$ cat config.mk
export PLATFORM = sky130hd
export DESIGN_NAME = rcc_lane
export DESIGN_NICKNAME = d
export VERILOG_FILES = /design/src/sv/rcc_pkg.sv /design/src/sv/rcc_lane.sv
export SDC_FILE = /design/constraint.sdc
export NUM_CORES = 2
export LEC_CHECK = 0
export BUFFER_PORTS_ARGS = -buffer_cell sky130_fd_sc_hd__buf_2
export CAP_MARGIN = 10
export CORE_UTILIZATION = 44
export CTS_CLUSTER_DIAMETER = 200
export DETAILED_ROUTE_END_ITERATION = 10
export GPL_ROUTABILITY_DRIVEN = 0
export GPL_TIMING_DRIVEN = 0
export PLACE_DENSITY = 0.62
export SYNTH_ARGS = -nofsm -noshare
export SYNTH_HDL_FRONTEND = slang
export SYNTH_SLANG_ARGS = --single-unit
$ cat constraint.sdc
create_clock -name clock -period 10.8 [get_ports clock]
set_clock_uncertainty 0.1 [all_clocks]
set_input_delay 2.7 -clock clock [delete_from_list [all_inputs] [get_ports clock]]
set_output_delay 2.7 -clock clock [all_outputs]
set_load 0.05 [all_outputs]
$ cat src/sv/rcc_pkg.sv
package rcc_pkg;

   localparam int CFG_W_BITS    = 11;
   localparam int CFG_H_BITS    = 13;
   localparam int KERNEL_BITS   = 48;
   localparam int COEF_BITS     = 16;
   localparam int CSR_IDX_BITS  = 3;
   localparam int CSR_DATA_BITS = 48;
   localparam int CHAN_BITS     = 8;
   localparam int PIX_BITS      = 3 * CHAN_BITS;
   localparam int KERNEL_SIZE   = 3;
   localparam int TAPS          = KERNEL_SIZE * KERNEL_SIZE;
   localparam int CHANNELS      = 3;

   localparam int DEF_MAX_WIDTH      = 1024;
   localparam int DEF_COEF_FRAC_BITS = 8;
   localparam int OUT_FIFO_DEPTH     = 8;

   localparam logic [CSR_IDX_BITS-1:0] REG_IMAGE_WIDTH   = 3'd0;
   localparam logic [CSR_IDX_BITS-1:0] REG_IMAGE_HEIGHT  = 3'd1;
   localparam logic [CSR_IDX_BITS-1:0] REG_KERNEL_TOP    = 3'd2;
   localparam logic [CSR_IDX_BITS-1:0] REG_KERNEL_MIDDLE = 3'd3;
   localparam logic [CSR_IDX_BITS-1:0] REG_KERNEL_BOTTOM = 3'd4;

   localparam logic [CFG_W_BITS-1:0]  RESET_WIDTH       = 11'd1024;
   localparam logic [CFG_H_BITS-1:0]  RESET_HEIGHT      = 13'd1;
   localparam logic [KERNEL_BITS-1:0] RESET_KERNEL_EDGE = 48'h0;
   localparam logic [KERNEL_BITS-1:0] RESET_KERNEL_MID  = 48'h0000_0100_0000;

   typedef struct packed {
      logic valid;
      logic eof;
   } lane_ctl_type;

   // coefficient of one kernel column, left in the low bits
   function automatic logic signed [COEF_BITS-1:0] coef_of(
      input logic [KERNEL_BITS-1:0] word,
      input int                     col
   );
      coef_of = $signed(word[col*COEF_BITS +: COEF_BITS]);
   endfunction

endpackage

$ cat src/sv/rcc_lane.sv
module rcc_lane
   import rcc_pkg::*;
#(
   parameter int COEF_FRAC_BITS = DEF_COEF_FRAC_BITS
)(
   input  logic                        clock,
   input  logic                        reset,
   input  lane_ctl_type                in_ctl,
   input  logic [CHAN_BITS-1:0]        pix_in [TAPS],
   input  logic [TAPS-1:0]             tap_en,
   input  logic signed [COEF_BITS-1:0] coef [TAPS],
   output lane_ctl_type                out_ctl,
   output logic [CHAN_BITS-1:0]        chan_out
);

   localparam int PROD_BITS = CHAN_BITS + 1 + COEF_BITS;
   localparam int ROW_BITS  = PROD_BITS + 2;
   localparam int TOT_BITS  = PROD_BITS + 4;

   lane_ctl_type                ctl_a_ff, ctl_b_ff, ctl_c_ff;
   logic signed [PROD_BITS-1:0] pix_ext [TAPS];
   logic signed [PROD_BITS-1:0] coef_ext [TAPS];
   logic signed [PROD_BITS-1:0] prod_in [TAPS];
   logic signed [PROD_BITS-1:0] prod_ff [TAPS];
   logic signed [ROW_BITS-1:0]  row_in [KERNEL_SIZE];
   logic signed [ROW_BITS-1:0]  row_ff [KERNEL_SIZE];
   logic signed [TOT_BITS-1:0]  total;
   logic signed [TOT_BITS-1:0]  shifted;
   logic [CHAN_BITS-1:0]        chan_in;
   logic [CHAN_BITS-1:0]        chan_ff;

   // one multiplier per tap, disabled taps give zero
   always_comb begin
      for (int k = 0; k < TAPS; k++) begin
         pix_ext[k]  = PROD_BITS'({1'b0, pix_in[k]});
         coef_ext[k] = PROD_BITS'(coef[k]);
         prod_in[k]  = tap_en[k] ? pix_ext[k] * coef_ext[k] : '0;
      end
   end

   always_comb begin
      for (int r = 0; r < KERNEL_SIZE; r++) begin
         row_in[r] = ROW_BITS'(prod_ff[3*r]) + ROW_BITS'(prod_ff[3*r+1])
                   + ROW_BITS'(prod_ff[3*r+2]);
      end
   end

   always_comb begin
      total   = TOT_BITS'(row_ff[0]) + TOT_BITS'(row_ff[1]) + TOT_BITS'(row_ff[2]);
      shifted = total >>> COEF_FRAC_BITS;
      if (total <= 0) begin
         chan_in = '0;
      end else if (shifted > TOT_BITS'(255)) begin
         chan_in = 8'd255;
      end else begin
         chan_in = shifted[CHAN_BITS-1:0];
      end
   end

   always_ff @(posedge clock) begin
      if (reset) begin
         ctl_a_ff <= '0;
         ctl_b_ff <= '0;
         ctl_c_ff <= '0;
      end else begin
         ctl_a_ff <= in_ctl;
         ctl_b_ff <= ctl_a_ff;
         ctl_c_ff <= ctl_b_ff;
      end
   end

   always_ff @(posedge clock) begin
      prod_ff <= prod_in;
      row_ff  <= row_in;
      chan_ff <= chan_in;
   end

   assign out_ctl  = ctl_c_ff;
   assign chan_out = chan_ff;

endmodule

# Word-level counts from Yosys, hierarchy flattened
# Index checks and enable logic that the tools add are counted.
[totals] reg_bits=320 input_bits=229 output_inout_bits=10 elab_cells=39
[op_classes] addsub=8 multipliers=9 order_cmp=2 n_mux=1
[ops] op="multiplier 9 x 16 -> 25 bit" count=9
[ops] op="adder 26 x 25 -> 27 bit" count=3
[ops] op="adder 25 x 25 -> 26 bit" count=3
[ops] op="adder 28 x 27 -> 29 bit" count=1
[ops] op="<= comparator 29 x 1 -> 1 bit, second input constant" count=1
[ops] op="adder 27 x 27 -> 28 bit" count=1
[ops] op="> comparator 21 x 9 -> 1 bit, second input constant" count=1
[ops] op="two-way mux 8 bit" count=1

# Longest topological paths before layout
[logic_depth] depth_word=4 mapped_depth=21 mapped_depth_nobuf=20

# Worst setup path before layout
# OpenSTA, ideal clock, no wires.
[synth_path] path_type="in2reg" startpoint="input port pix_in[24] in the netlist's numbering" endpoint="register prod_ff[97] in the netlist's numbering" setup_time_ps=65 arrival_time_ps=7502 required_ps=10635 path_slack_ps=3133 cell_stages=18 n_path_buf=1 cell_sequence="clkbuf_1 -> nand2_1 -> fa_1 -> inv_1 -> fa_1 -> inv_1 -> fa_1 -> fa_1 -> inv_1 -> ha_1 -> o21ai_2 -> a21boi_1 -> o41a_1 -> a41o_1 -> o41a_1 -> a311o_1 -> a2111oi_2 -> nand4b_1"
[synth_between] elab_chain_cells=1
[synth_rtl] item="from (decl)" line="rcc_lane.sv:9" source="input logic [CHAN_BITS-1:0] pix_in [TAPS],"
[synth_rtl] item="multiplier 9 x 16 -> 25 bit" line="rcc_lane.sv:37" source="prod_in[k] = tap_en[k] ? pix_ext[k] * coef_ext[k] : '0;"
[synth_rtl] item="to (signal assigned)" line="rcc_lane.sv:73" source="prod_ff <= prod_in;"
[synth_rtl] item="to (decl)" line="rcc_lane.sv:24" source="logic signed [PROD_BITS-1:0] prod_ff [TAPS];"
# Every way passes these cells.
# A chain may end at the register's enable or synchronous reset.

# Final worst setup path
[layout_path] startpoint="input port pix_in[64] in the netlist's numbering" endpoint="register prod_ff[224] in the netlist's numbering"
# The elaborated chain is that of the path after synthesis.

==> flow_metrics.env <==
export IMPL_status="finished clean"
export IMPL_post_cts_buffers=0
export IMPL_avgRoutedWirePerCell_um=15.9
export IMPL_fin_ws_ns=2.62
export IMPL_synth_edf_count=0
export IMPL_powerDensity_nw_per_um2=292
export IMPL_tightest_slew_ns=1.05
export IMPL_slew_limit_headroom=0.293
export IMPL_grt_pass1_wl_mm=219
export IMPL_synth_cell_area_um2=55900
export IMPL_wl_met2_mm=63.0
export IMPL_seqCellArea_um2=6410
export IMPL_critPathMaxStageDelay_ns=0.71
export IMPL_drive_gt1_frac=0.0496
export IMPL_critPathRequiredTime_ns=11.14
export IMPL_grt_antenna_before_repair=17
export IMPL_drt_iter0_markers=1962
export IMPL_core_um2=126000
export IMPL_cts_inserted_buffers=36
export IMPL_grt_pass1_vias=43300
export IMPL_hold_start="ctl_a_ff[0]"
export IMPL_die_height_um=359
export IMPL_clk_path_buf_depth=3
export IMPL_async_reset_ff_frac=0
export IMPL_postSynthCellCount=6255
export IMPL_viasPerCell=4.98
export IMPL_crit_fanout=10
export IMPL_firstDrtPassIters=5
export IMPL_postRouteAntennaNets=0
export IMPL_synthTopCellsByArea="fa_1, ha_1, dfxtp_1, inv_1, and2_1"
export IMPL_fmax_mhz=122
export IMPL_clock_latency_ns=0.57
export IMPL_std_cell_rows=130
export IMPL_cpMaxStageDelayCell="a2111oi_0"
export IMPL_power_w=0.0177
export IMPL_critical_path_startpoint_type="input port"
export IMPL_ys_types=75
export IMPL_netlist_area_leader_share=0.366
export IMPL_drcViolationCount=0
export IMPL_crit_chain="buf_2 -> clkbuf_1 -> nand2_1 -> fa_1 -> inv_1 -> fa_1 -> fa_1 -> inv_1 -> fa_1 -> inv_1 -> ha_1 -> clkbuf_1 -> nand2_1 -> a2111oi_0 -> nor2_1 -> a2111oi_0 -> o21a_1 -> o31a_1 -> mux2i_1 -> nand4_1"
export IMPL_dieWidth_um=359
export IMPL_path_class="in2reg"
export IMPL_portBuffers=235
export IMPL_cts_resized=0
export IMPL_setup_tns_ns=0
export IMPL_critPathCaptureType="flip-flop"
export IMPL_leakage_nw=31.5
export IMPL_hold_buffers=0
export IMPL_multiInputGateArea_um2=43700
export IMPL_timing_rr_start="row_ff[28]"
export IMPL_worstSetupStartpoint="pix_in[64]"
export IMPL_grt_use_total=0.212
export IMPL_critical_path_arrival_ns=8.52
export IMPL_root_buffer="clkbuf_16"
export IMPL_ioPinCount=239
export IMPL_finalHoldViolCount=0
export IMPL_vias=40900
export IMPL_die_area_um2=129000
export IMPL_avgSynthCellArea_um2=8.94
export IMPL_ys_seq_area_frac=0.115
export IMPL_clock_sinks=320
export IMPL_start_util=0.444
export IMPL_fill_cells=12200
export IMPL_synthToLayoutAreaGrowth_pct=8.08
export IMPL_post_route_util=0.480
export IMPL_cts_clk_slew_worst_paths_ns=0.06
export IMPL_highest_layer="met5"
export IMPL_hold_class="reg2reg"
export IMPL_rsz0062_at_grt="no"
export IMPL_synth_main_ff_cell="dfxtp_1"
export IMPL_worst_ir_drop_vdd_mv=0.240
export IMPL_h_tree_depth=2
export IMPL_synth_warning_count=0
export IMPL_final_max_slew_viol_count=0
export IMPL_dp_slack_ns=2.06
export IMPL_drt_met1_wl_mm=59.9
export IMPL_drt_wl_total_mm=130
export IMPL_crit_top_cell="fa_1"
export IMPL_nNetsFinal=8333
export IMPL_tritoncts="built"
export IMPL_period_share=0.757
export IMPL_dp_hpwl_mm=112
export IMPL_fin_crit_ns=8.18
export IMPL_wl_met3_mm=4.72
export IMPL_grt_ovfl_total=0
export IMPL_grt_max_degree=16
export IMPL_cap_violations=0
export IMPL_synth_nets=8060
export IMPL_setup_viol=0
export IMPL_synth_seq_cells=320
export IMPL_yosysTopAreaCell="fa_1"
cells by family (layout without fill, tap and decap cells):
kind of cell,Yosys count,in the layout,synth area share
AND/OR/NAND/NOR,1914,1914,0.178
XOR/XNOR,219,219,0.0343
other,0,8,0
flip-flops,320,320,0.115
buffers and inverters,1549,1848,0.104
adder cells (fa/ha/maj),1576,1576,0.490
AO/OA/AOI/OAI,668,668,0.0774
multiplexers,9,9,0.00161
layout by cell type, fill, tap and decap left out, types with 87 or more instances in the layout:
| cell type | count |
|---|---|
| inv_1 | 1439 |
| fa_1 | 1024 |
| and2_1 | 786 |
| nand2_1 | 588 |
| ha_1 | 552 |
| dfxtp_1 | 320 |
| buf_2 | 235 |
| a21oi_1 | 207 |
| nor2_1 | 185 |
| xnor2_1 | 151 |
| clkbuf_1 | 109 |
| o21ai_0 | 103 |
| a21o_1 | 101 |
| nor3_1 | 87 |
stage by stage:
step / area (µm²) / std cells / hold slack (ns)
2_1_floorplan: 55900 / 6255 / 0.314
3_3_place_gp: 59200 / 8140 / 0.320
3_5_place_dp: 59200 / 8140 / 0.325
4_1_cts: 60400 / 8204 / 0.338
5_1_grt: 60500 / 8211 / 0.361
6_report: 60500 / 8212 / 0.339
power breakdown:
| group | leakage, nW | switching (W) | internal [W] | total, W |
|---|---|---|---|---|
| Combinational | 28.2 | 0.00812 | 0.00605 | 0.0142 |
| Clock | 0.615 | 0.000537 | 0.000773 | 0.00131 |
| Sequential | 2.67 | 0.000392 | 0.00178 | 0.00217 |
routing by layer:
| layer | GRT usage | vias up |
|---|---|---|
| li1 | - | 19700 |
| met1 | 0.291 | 20400 |
| met2 | 0.363 | 721 |
| met3 | 0.0186 | 158 |
| met4 | 0.0453 | 4 |
| met5 | 0 | - |
path summary, 6_finish.rpt:
kind	endpoint	slack (ns)	depth (start not counted)
worst min-delay path	ctl_b_ff[0]	0.34	1
worst max-delay path	prod_ff[224]	2.62	20
worst max register to register	chan_out[5]	6.23	12
worst min register to register	ctl_b_ff[0]	0.34	1
state kept, by name (all words and copies together), names as in the netlist:
signal	flops
chan_out	8
ctl_a_ff	2
ctl_b_ff	2
out_ctl	2
prod_ff	225
row_ff	81
critical path, delay by kind of cell:
family	cells	cell delay (ns)
adders and majority gates	5	2.32
muxes	1	0.20
buffers and inverters	6	1.08
AOI/OAI and AO/OA	4	1.74
and+or+nand+nor	4	0.49
layout make-up:
cell class	count	share of cell area
clock inverter	22	0.00493
timing repair buffer	235	0.0195
clock buffer	42	0.0159
sequential	320	0.106
inverter	1442	0.0895
multi-input combinational	4386	0.723
buffer	107	0.00664
antenna	8	0.000331
tap	1650	0.0341
cells in the mapped netlist, types with 15 or more instances:
library cell  instances
a211oi_1             21
a21o_1              101
a21oi_1             207
a31oi_1              29
and2_1              786
and3_1               37
clkbuf_1            107
dfxtp_1             320
fa_1               1024
ha_1                552
inv_1              1439
nand2_1             588
nand2b_1             29
nand3_1              50
nand4_1              23
nor2_1              185
nor2b_1              52
nor3_1               87
nor3b_1              16
o21a_1               37
o21ai_0             103
o21ai_1              15
o21bai_1             33
o31ai_1              15
xnor2_1             151
xor2_1               68
Power figures use the tool's default switching activity.
