## src/sv/rcc_pkg.sv

```systemverilog
package rcc_pkg;

   localparam int CFG_W_BITS    = 11;
   localparam int CFG_H_BITS    = 13;
   localparam int KERNEL_BITS   = 48;
   localparam int COEF_BITS     = 16;
   localparam int CSR_IDX_BITS  = 3;
   localparam int CSR_DATA_BITS = 48;
   localparam int CHAN_BITS     = 8;
   localparam int PIX_BITS      = 3 * CHAN_BITS;
   localparam int KERNEL_SIZE   = 3;
   localparam int TAPS          = KERNEL_SIZE * KERNEL_SIZE;
   localparam int CHANNELS      = 3;

   localparam int DEF_MAX_WIDTH      = 1024;
   localparam int DEF_COEF_FRAC_BITS = 8;
   localparam int OUT_FIFO_DEPTH     = 8;

   localparam logic [CSR_IDX_BITS-1:0] REG_IMAGE_WIDTH   = 3'd0;
   localparam logic [CSR_IDX_BITS-1:0] REG_IMAGE_HEIGHT  = 3'd1;
   localparam logic [CSR_IDX_BITS-1:0] REG_KERNEL_TOP    = 3'd2;
   localparam logic [CSR_IDX_BITS-1:0] REG_KERNEL_MIDDLE = 3'd3;
   localparam logic [CSR_IDX_BITS-1:0] REG_KERNEL_BOTTOM = 3'd4;

   localparam logic [CFG_W_BITS-1:0]  RESET_WIDTH       = 11'd1024;
   localparam logic [CFG_H_BITS-1:0]  RESET_HEIGHT      = 13'd1;
   localparam logic [KERNEL_BITS-1:0] RESET_KERNEL_EDGE = 48'h0;
   localparam logic [KERNEL_BITS-1:0] RESET_KERNEL_MID  = 48'h0000_0100_0000;

   typedef struct packed {
      logic valid;
      logic eof;
   } lane_ctl_type;

   // coefficient of one kernel column, left in the low bits
   function automatic logic signed [COEF_BITS-1:0] coef_of(
      input logic [KERNEL_BITS-1:0] word,
      input int                     col
   );
      coef_of = $signed(word[col*COEF_BITS +: COEF_BITS]);
   endfunction

endpackage

```

## src/sv/rcc_out_fifo.sv

```systemverilog
module rcc_out_fifo
   import rcc_pkg::*;
(
   input  logic                 clock,
   input  logic                 reset,
   input  lane_ctl_type         push_ctl,
   input  logic [CHAN_BITS-1:0] push_red,
   input  logic [CHAN_BITS-1:0] push_green,
   input  logic [CHAN_BITS-1:0] push_blue,
   input  logic                 rsp_stall,
   output logic                 rsp_valid,
   output logic [CHAN_BITS-1:0] rsp_red_out,
   output logic [CHAN_BITS-1:0] rsp_green_out,
   output logic [CHAN_BITS-1:0] rsp_blue_out,
   output logic                 rsp_end_of_frame
);

   localparam int PTR_BITS = $clog2(OUT_FIFO_DEPTH);
   localparam int CNT_BITS = $clog2(OUT_FIFO_DEPTH + 1);

   logic [PIX_BITS:0]   mem_ff [OUT_FIFO_DEPTH];
   logic [PTR_BITS-1:0] wr_ptr_ff, wr_ptr_in;
   logic [PTR_BITS-1:0] rd_ptr_ff, rd_ptr_in;
   logic [CNT_BITS-1:0] count_ff, count_in;
   logic                pop;
   logic [PIX_BITS:0]   head;

   assign pop = rsp_valid && !rsp_stall;

   always_comb begin
      wr_ptr_in = push_ctl.valid ? wr_ptr_ff + 1'b1 : wr_ptr_ff;
      rd_ptr_in = pop ? rd_ptr_ff + 1'b1 : rd_ptr_ff;
      count_in  = count_ff + CNT_BITS'(push_ctl.valid) - CNT_BITS'(pop);
   end

   always_ff @(posedge clock) begin
      if (reset) begin
         wr_ptr_ff <= '0;
         rd_ptr_ff <= '0;
         count_ff  <= '0;
      end else begin
         wr_ptr_ff <= wr_ptr_in;
         rd_ptr_ff <= rd_ptr_in;
         count_ff  <= count_in;
      end
   end

   // the three lanes and the frame tag merge into one entry
   always_ff @(posedge clock) begin
      if (push_ctl.valid) begin
         mem_ff[wr_ptr_ff] <= {push_ctl.eof, push_blue, push_green, push_red};
      end
   end

   assign head             = mem_ff[rd_ptr_ff];
   assign rsp_valid        = (count_ff != '0);
   assign rsp_red_out      = head[CHAN_BITS-1:0];
   assign rsp_green_out    = head[2*CHAN_BITS-1:CHAN_BITS];
   assign rsp_blue_out     = head[3*CHAN_BITS-1:2*CHAN_BITS];
   assign rsp_end_of_frame = head[PIX_BITS];

endmodule

```

## config.mk

```make
export PLATFORM = sky130hd
export DESIGN_NAME = rcc_out_fifo
export DESIGN_NICKNAME = d
export VERILOG_FILES = /design/src/sv/rcc_pkg.sv /design/src/sv/rcc_out_fifo.sv
export SDC_FILE = /design/constraint.sdc
export NUM_CORES = 1
export LEC_CHECK = 0
export BUFFER_PORTS_ARGS = -buffer_cell sky130_fd_sc_hd__buf_2
export CORE_ASPECT_RATIO = 1.4
export CORE_MARGIN = 3
export CORE_UTILIZATION = 60
export CTS_CLUSTER_SIZE = 28
export DETAILED_ROUTE_END_ITERATION = 7
export HOLD_SLACK_MARGIN = 0.1
export PLACE_DENSITY = 0.78
export SYNTH_ARGS = -nofsm -noshare
export SYNTH_HDL_FRONTEND = slang
export SYNTH_SLANG_ARGS = --single-unit
```

## constraint.sdc

```tcl
create_clock -name clock -period 4.4 [get_ports clock]
set_input_delay 0.88 -clock clock [delete_from_list [all_inputs] [get_ports clock]]
set_output_delay 0.88 -clock clock [all_outputs]
set_load 0.02 [all_outputs]
```

# ---- Word level (Yosys, flattened, before mapping)
# Memories as Yosys holds them, arrays and structs flattened. A register that Yosys moved wholly into a read port is not among the register bits.
# Index checks and enable logic that the tools add are counted.
dict set report totals {
  elab_cells 15
  out_inout_bits 26
  register_bits 10
  ramBits 200
  input_bits 29
  mem_count 1
}
# memory words width read_ports rd_clocked_by_memory_dff wr line
set mem_list {}
lappend mem_list {mem_ff 8 25 1 1 1 rcc_out_fifo.sv:21} ;# logic [PIX_BITS:0] mem_ff [OUT_FIFO_DEPTH];
dict set report classes {
  n_reduce_logical 3
  n_mux 4
  addsub 4
}
# operator n
set ops {}
lappend ops {{adder 3 x 1 -> 3 bit (second input constant)} 2}
lappend ops {{two-way mux 3 bit} 2}
lappend ops {{adder 4 x 1 -> 4 bit} 1}
lappend ops {{nonzero test 4 bit} 1}
lappend ops {{subtractor 4 x 1 -> 4 bit} 1}
lappend ops {{two-way mux 1 bit} 2}
lappend ops {{logical AND 1 bit} 1}
lappend ops {{zero test 1 bit} 1}

# ---- Depth between registers and ports, before layout
# Gate-level depths: netlist of run 1.
dict set report depth {
  ltp_word 4
  mapped_depth 10
  mapped_depth_nobuf 10
}

# ---- Least setup slack after synthesis of run 1
# Ideal clock, no wire load.
dict set report synth_path {
  path_type {input to register}
  startpoint {in push_ctl[1] in the netlist's numbering}
  endpoint {mem mem_ff[0][0] in the netlist's numbering (enable)}
  arrival_ps 2711
  stages 2
  setup_time_ps 438
  required_time_ps 3962
  slack_ps 1251
  n_path_buf 0
  path_cell_list {nand2b_1 > nor3_1}
}
dict set report synth_via {
  elab_chain_cells 2
}
# item line
set synth_lines {}
lappend synth_lines {{from (decl)} rcc_out_fifo.sv:6} ;# input lane_ctl_type push_ctl,
lappend synth_lines {{two-way mux 1 bit} rcc_out_fifo.sv:50} ;# if (push_ctl.valid) begin
lappend synth_lines {{two-way mux 1 bit (not written as such)} rcc_out_fifo.sv:51} ;# mem_ff[wr_ptr_ff] <= {push_ctl.eof, push_blue, push_green, push_red};
lappend synth_lines {{to (decl)} rcc_out_fifo.sv:21}
# No other way between the ends.

==> results of run 1 <==
power by group through the flow:
stage / registers, mW / clock network, mW / logic [mW]
finish: 2.35 / 1.63 / 0.630
global route: 2.36 / 1.75 / 0.687
CTS: 2.35 / 1.67 / 0.643
detailed placement: 2.39 / 0 / 0.637
global placement: 2.39 / 0 / 0.618
floorplan: 2.35 / 0 / 0.486
through the flow:
step                utilization [%]  hold WS, ps
floorplan                         -          474
global placement               65.5          494
finish                         70.2          509
detailed placement             65.5          496
CTS                            70.1          504
global route                   70.2          534
cells in the mapped netlist:
cell,number
nor3_1,3
mux2i_1,1
mux2_2,25
nand2_1,3
fa_1,1
ha_1,6
xor2_1,2
nand3_1,1
or3_1,2
nor2_1,12
dfxtp_1,13
nand2b_1,5
xnor2_1,1
buf_6,6
a21oi_1,8
edfxtp_1,200
or3b_2,1
buf_1,7
a21o_1,1
nor2b_1,1
inv_1,6
a31o_2,1
o21ai_0,3
mux4_1,50
nor3b_1,1
clkbuf_1,3
worst max-delay path by stage:
stage | start | to | slack (ps) | depth (start not counted)
after floorplan | push_ctl[1] | mem_ff[0][0] | 1250 | 2
after global placement | flip-flop | rsp_red_out[5] | 1360 | 4
after detailed placement | flip-flop | rsp_red_out[5] | 1330 | 4
after CTS | flip-flop | rsp_red_out[5] | 800 | 4
after global routing | flip-flop | rsp_green_out[1] | 730 | 4
final | flip-flop | rsp_red_out[7] | 840 | 4
worst max-delay path, cell delays in order (launching register included):
cell and delay, ps:
dfxtp_2 830, buf_12 290, mux4_1 590, mux2_2 280, buf_2 170
logic make-up after synthesis:
kind of cell	after synthesis	share of synthesized area (%)
flip-flops	213	75.2
multiplexers	76	19.3
AND/OR/NAND/NOR	29	1.71
buffers and inverters	22	1.53
AO/OA/AOI/OAI	13	0.856
adder cells (fa/ha/maj)	7	1.14
XOR/XNOR	3	0.315
per-layer routing:
metal / up-vias / wire length (um) / GRT usage (%)
met1: 1926 / 5500 / 26.7
li1: 1695 / - / -
met2: 104 / 7500 / 32.2
met3: 29 / 804 / 3.15
met5: - / 0 / 0
met4: 0 / 379 / 6.68
final cells by class:
| cell class | instances | area [um2] | area share, % |
|---|---|---|---|
| Inverter | 6 | 22.5 | 0.238 |
| Antenna cell | 1 | 2.50 | 0.0264 |
| Timing Repair Buffer | 65 | 365 | 3.85 |
| Clock inverter | 7 | 61.3 | 0.647 |
| Tap cell | 182 | 228 | 2.40 |
| Sequential cell | 213 | 6270 | 66.1 |
| Clock buffer | 27 | 568 | 5.99 |
| Multi-Input combinational cell | 128 | 1970 | 20.7 |
registers in the layout, summed over array words and instances (netlist names), named ones only:
signal / count
mem_ff: 200
wr_ptr_ff: 3
count_ff: 4
rd_ptr_ff: 3
==> results.txt, run 1 <==
Critical Path AT = 2680 ps
Outcome = finished clean
Most frequent cells in the layout = edfxtp_1 (200), buf_2 (54), mux4_1 (50)
Crit Path Max Fanout = 26
Setup Crit Path Kind = flip-flop to output pin
Sw frac = 23.0%
Antenna Violating Nets Remaining = 0
CTS Sinks = 213
Largest net degree at the start of global routing = 51
Post-DP Area = 8850 um2
Peak VDD IR = 376 uV
Slack of the critical path = 841 ps
Seq/Total Area, Yosys = 75.2%
DRC viols = 0
Commonest non-fill, non-tap cell in the layout = edfxtp_1
Fillers = 832
Int Pwr = 3.55 mW
Clock group share of total power = 35.4%
Slew Limit Fails = 0
Worst-Margin Slew = 1140 ps
RR Startpoint = count_ff[2]
Setup WS pre-CTS = 1330 ps
Clock Path Buffers = 3
Vias per inst = 5.97
Cell count of the worst hold path = 2
Num CTS Buffers = 20
Fin Clk Skew = 13.5 ps
Yosys top cell by area = edfxtp_1
Global-route wire length before repair = 22600 um
Min Clock Period, post-route = 3560 ps
Root Buffer = clkbuf_16
Initial antenna violation count = 1
Port Buffers = 54
Post-synth cell types = 26
Maxcap violations = 0
Full die area = 15400 um2
Layout area overhead = 13.8%
Cells after Synth = 363
Initial Utilization = 61.7%
DR pass1 iterations = 4
Register bit total from synthesis = 213
YS warnings = 0
Comb pwr share = 13.7%
Min-delay src = rd_ptr_ff[2]
Setup crit end kind = output pin
Io pins = 55
Iteration-0 DRC Markers = 219
Hold Crit Class = flip-flop to flip-flop
CP required = 3520 ps
Clock transition at the registers of the reported paths = 60 ps
RSZ-0062 raised after global routing = false
TNS Setup = 0 ps
Skew-Pair Late Insertion Delay = 490 ps
Worst reg2reg path depth = 9
Net Sw Power = 1.06 mW
Routed wire length = 14200 um
Hold buffers post-CTS = 0
Placed insts = 594
Mapped Nets = 399
GP Congestion = 0.713
Cell area after synthesis = 8330 um2
Top cell type's share of synthesized area = 72.1%
CTS tree = built
Worst R2R End = count_ff[1]
Postcts setup bufs = 0
# nets final = 470
Wirelength per Cell = 22.5 um
Achievable Freq = 281 MHz
Power Dens Cells = 486 nW/um2
Post-CTS Resized = 0
Vias in the first global route = 3955
Die height = 145 um
Setup crit start kind = flip-flop
Setup slack, reg-to-reg = 2040 ps
Tot Pwr = 4.61 mW
Max_slew headroom = 23.9%
Final instance area = 9480 um2
Die X = 106 um
# rows = 50
Setup Viol. Count Final = 0
Layout Cells excl Fill = 629
H-tree lvl count = 1
Final Hold Fails = 0
Top post-synthesis cells by area = edfxtp_1 (72%), mux4_1 (16%), mux2_2 (3.4%)
Overflow after GRT = 0
Mapped Avg Cell Area = 23.0 um2
Final period utilization = 80.9%
DP Wirelength = 7980 um
Total leakage power = 3.18 nW
All-Layer GR Usage = 19.4%
Flop pwr share = 50.9%
Core box area = 13500 um2
Ratio of cells with drive above 1 in the final layout = 29.1%
Routed vias = 3754
Power figures use the tool's default switching activity.
==> run 2: changes to the inputs <==
--- a/config.mk
+++ b/config.mk
@@ -8,11 +8,11 @@
 export BUFFER_PORTS_ARGS = -buffer_cell sky130_fd_sc_hd__buf_2
 export CORE_ASPECT_RATIO = 1.4
 export CORE_MARGIN = 3
-export CORE_UTILIZATION = 60
+export CORE_UTILIZATION = 54
 export CTS_CLUSTER_SIZE = 28
 export DETAILED_ROUTE_END_ITERATION = 7
 export HOLD_SLACK_MARGIN = 0.1
-export PLACE_DENSITY = 0.78
+export PLACE_DENSITY = 0.74
 export SYNTH_ARGS = -nofsm -noshare
 export SYNTH_HDL_FRONTEND = slang
 export SYNTH_SLANG_ARGS = --single-unit
==> constraint.sdc (replaced) <==
create_clock -name clock -period 2.9 [get_ports clock]
set_input_delay 0.58 -clock clock [delete_from_list [all_inputs] [get_ports clock]]
set_output_delay 0.58 -clock clock [all_outputs]
set_load 0.02 [all_outputs]
==> results.txt, run 2 (same netlist as run 1, synthesis figures left out) <==
Outcome = finished clean
Hold buffers post-CTS = 0
Full die area = 17000 um2
Vias in the first global route = 3919
Post-CTS Resized = 0
Final period utilization = 96.7%
Finished Core Util = 63.1%
Peak VDD IR = 477 uV
Largest regs = mem_ff (200), count_ff (4)
H-tree lvl count = 1
Biggest cell delay along the critical path = 620 ps
Layout area overhead = 14.1%
Initial antenna violation count = 1
DRC viols = 0
Critical path's top delay family = multiplexers
Clock Path Buffers = 3
GP Congestion = 0.715
Min Clock Period, post-route = 2800 ps
Reg with most FFs = mem_ff
Root Buffer = clkbuf_16
Tot Pwr = 6.80 mW
Setup Crit Path Kind = flip-flop to output pin
Achievable Freq = 357 MHz
Slew Limit Fails = 0
Die X = 111 um
Vias per inst = 5.83
CTS tree = built
Num CTS Buffers = 19
Max_slew headroom = 62.9%
DR pass1 iterations = 4
Maxcap violations = 0
TNS Setup = 0 ps
Core box area = 15100 um2
Largest net degree at the start of global routing = 51
Commonest non-fill, non-tap cell in the layout = edfxtp_1
Setup Viol. Count Final = 0
RSZ-0062 raised after global routing = false
Critical Path AT = 2220 ps
Setup crit start kind = flip-flop
Final Hold Fails = 0
Global-route wire length before repair = 21900 um
Skew-Pair Late Insertion Delay = 470 ps
Ratio of cells with drive above 1 in the final layout = 29.6%
Most frequent cells in the layout = edfxtp_1 (200), buf_2 (54), mux4_1 (50)
Crit path buf inv count = 2
Postcts setup bufs = 0
All-Layer GR Usage = 16.8%
Total leakage power = 3.19 nW
Iteration-0 DRC Markers = 191
Antenna Violating Nets Remaining = 0
Crit Path Max Fanout = 50
Clock transition at the registers of the reported paths = 60 ps
Power Dens Cells = 715 nW/um2
Max reg flops = 200
Slowest-stage cell, CP = mux4_1
Io pins = 55
DP Wirelength = 8180 um
Die height = 153 um
Routed wire length = 14500 um
Overflow after GRT = 0
Port Buffers = 54
# rows = 53
Hold Crit Class = input pin to flip-flop
Routed vias = 3763
Worst-Margin Slew = 556 ps
CP required = 2320 ps
Initial Utilization = 55.4%
# nets final = 479
Wirelength per Cell = 22.5 um
Setup crit end kind = output pin
CTS Sinks = 213
Crit path cell chain = buf_12 > mux4_1 > mux2_2 > buf_2
Fin Clk Skew = 5.75 ps
run 2: changes by cell type in the layout (fill, tap and decap cells not counted), sizes merged:
cell / delta
clkbuf: -4
clkinv: +2
buf: +10
inv: -1
run 2: worst register-to-register path: stages, from the launching register on:
cell	delay, ps
dfxtp_1	310
inv_1	50
ha_1	190
nor3b_1	130
buf_4	160
nor3_1	290
a21o_1	130
ha_1	160
inv_1	60
fa_1	400
xor2_1	160
nor2_1	50
run 2: layout make-up:
cell class	count	area, um2
Multi-Input combinational cell	128	1970
Tap cell	192	240
Fill cell	979	5550
Clock inverter	8	62.6
Antenna cell	1	2.50
Inverter	6	22.5
Sequential cell	213	6270
Timing Repair Buffer	75	453
Clock buffer	23	490
run 2: worst paths after layout:
| kind | startpoint | to | slack [ps] | depth (start not counted) |
|---|---|---|---|---|
| max | flip-flop | rsp_red_out[4] | 100 | 4 |
| min | push_blue[3] | mem_ff[1][19] | 380 | 1 |
| max reg2reg | count_ff[2] | count_ff[2] | 710 | 11 |
| min reg2reg | rd_ptr_ff[2] | flip-flop | 510 | 2 |
run 2: where the power goes:
part | internal (mW) | leakage [nW] | switching, mW
registers | 3.47 | 1.92 | 0.0401
clock network | 1.29 | 0.269 | 0.979
logic | 0.471 | 0.997 | 0.551
total | 5.23 | 3.19 | 1.57
run 2: through the flow:
| stage | worst slack [ps] | hold slack [ps] | instance area [um2] | instances |
|---|---|---|---|---|
| after global routing | 37.0 | 373 | 9510 | 646 |
| after CTS | 76.5 | 364 | 9500 | 645 |
| final | 95.6 | 375 | 9510 | 646 |
| after global placement | 599 | 491 | 8950 | 614 |
| after detailed placement | 578 | 501 | 8950 | 614 |
| after floorplan | 50.5 | 474 | 8330 | 363 |
run 2: metal layers:
layer  track usage, %  share of wire (%)  vias up
met5                0                  0        -
met1             21.2                 39     1964
li1                 -                  -     1706
met3             2.81                5.0       13
met2             30.2                 54       80
met4             4.81                1.7        0
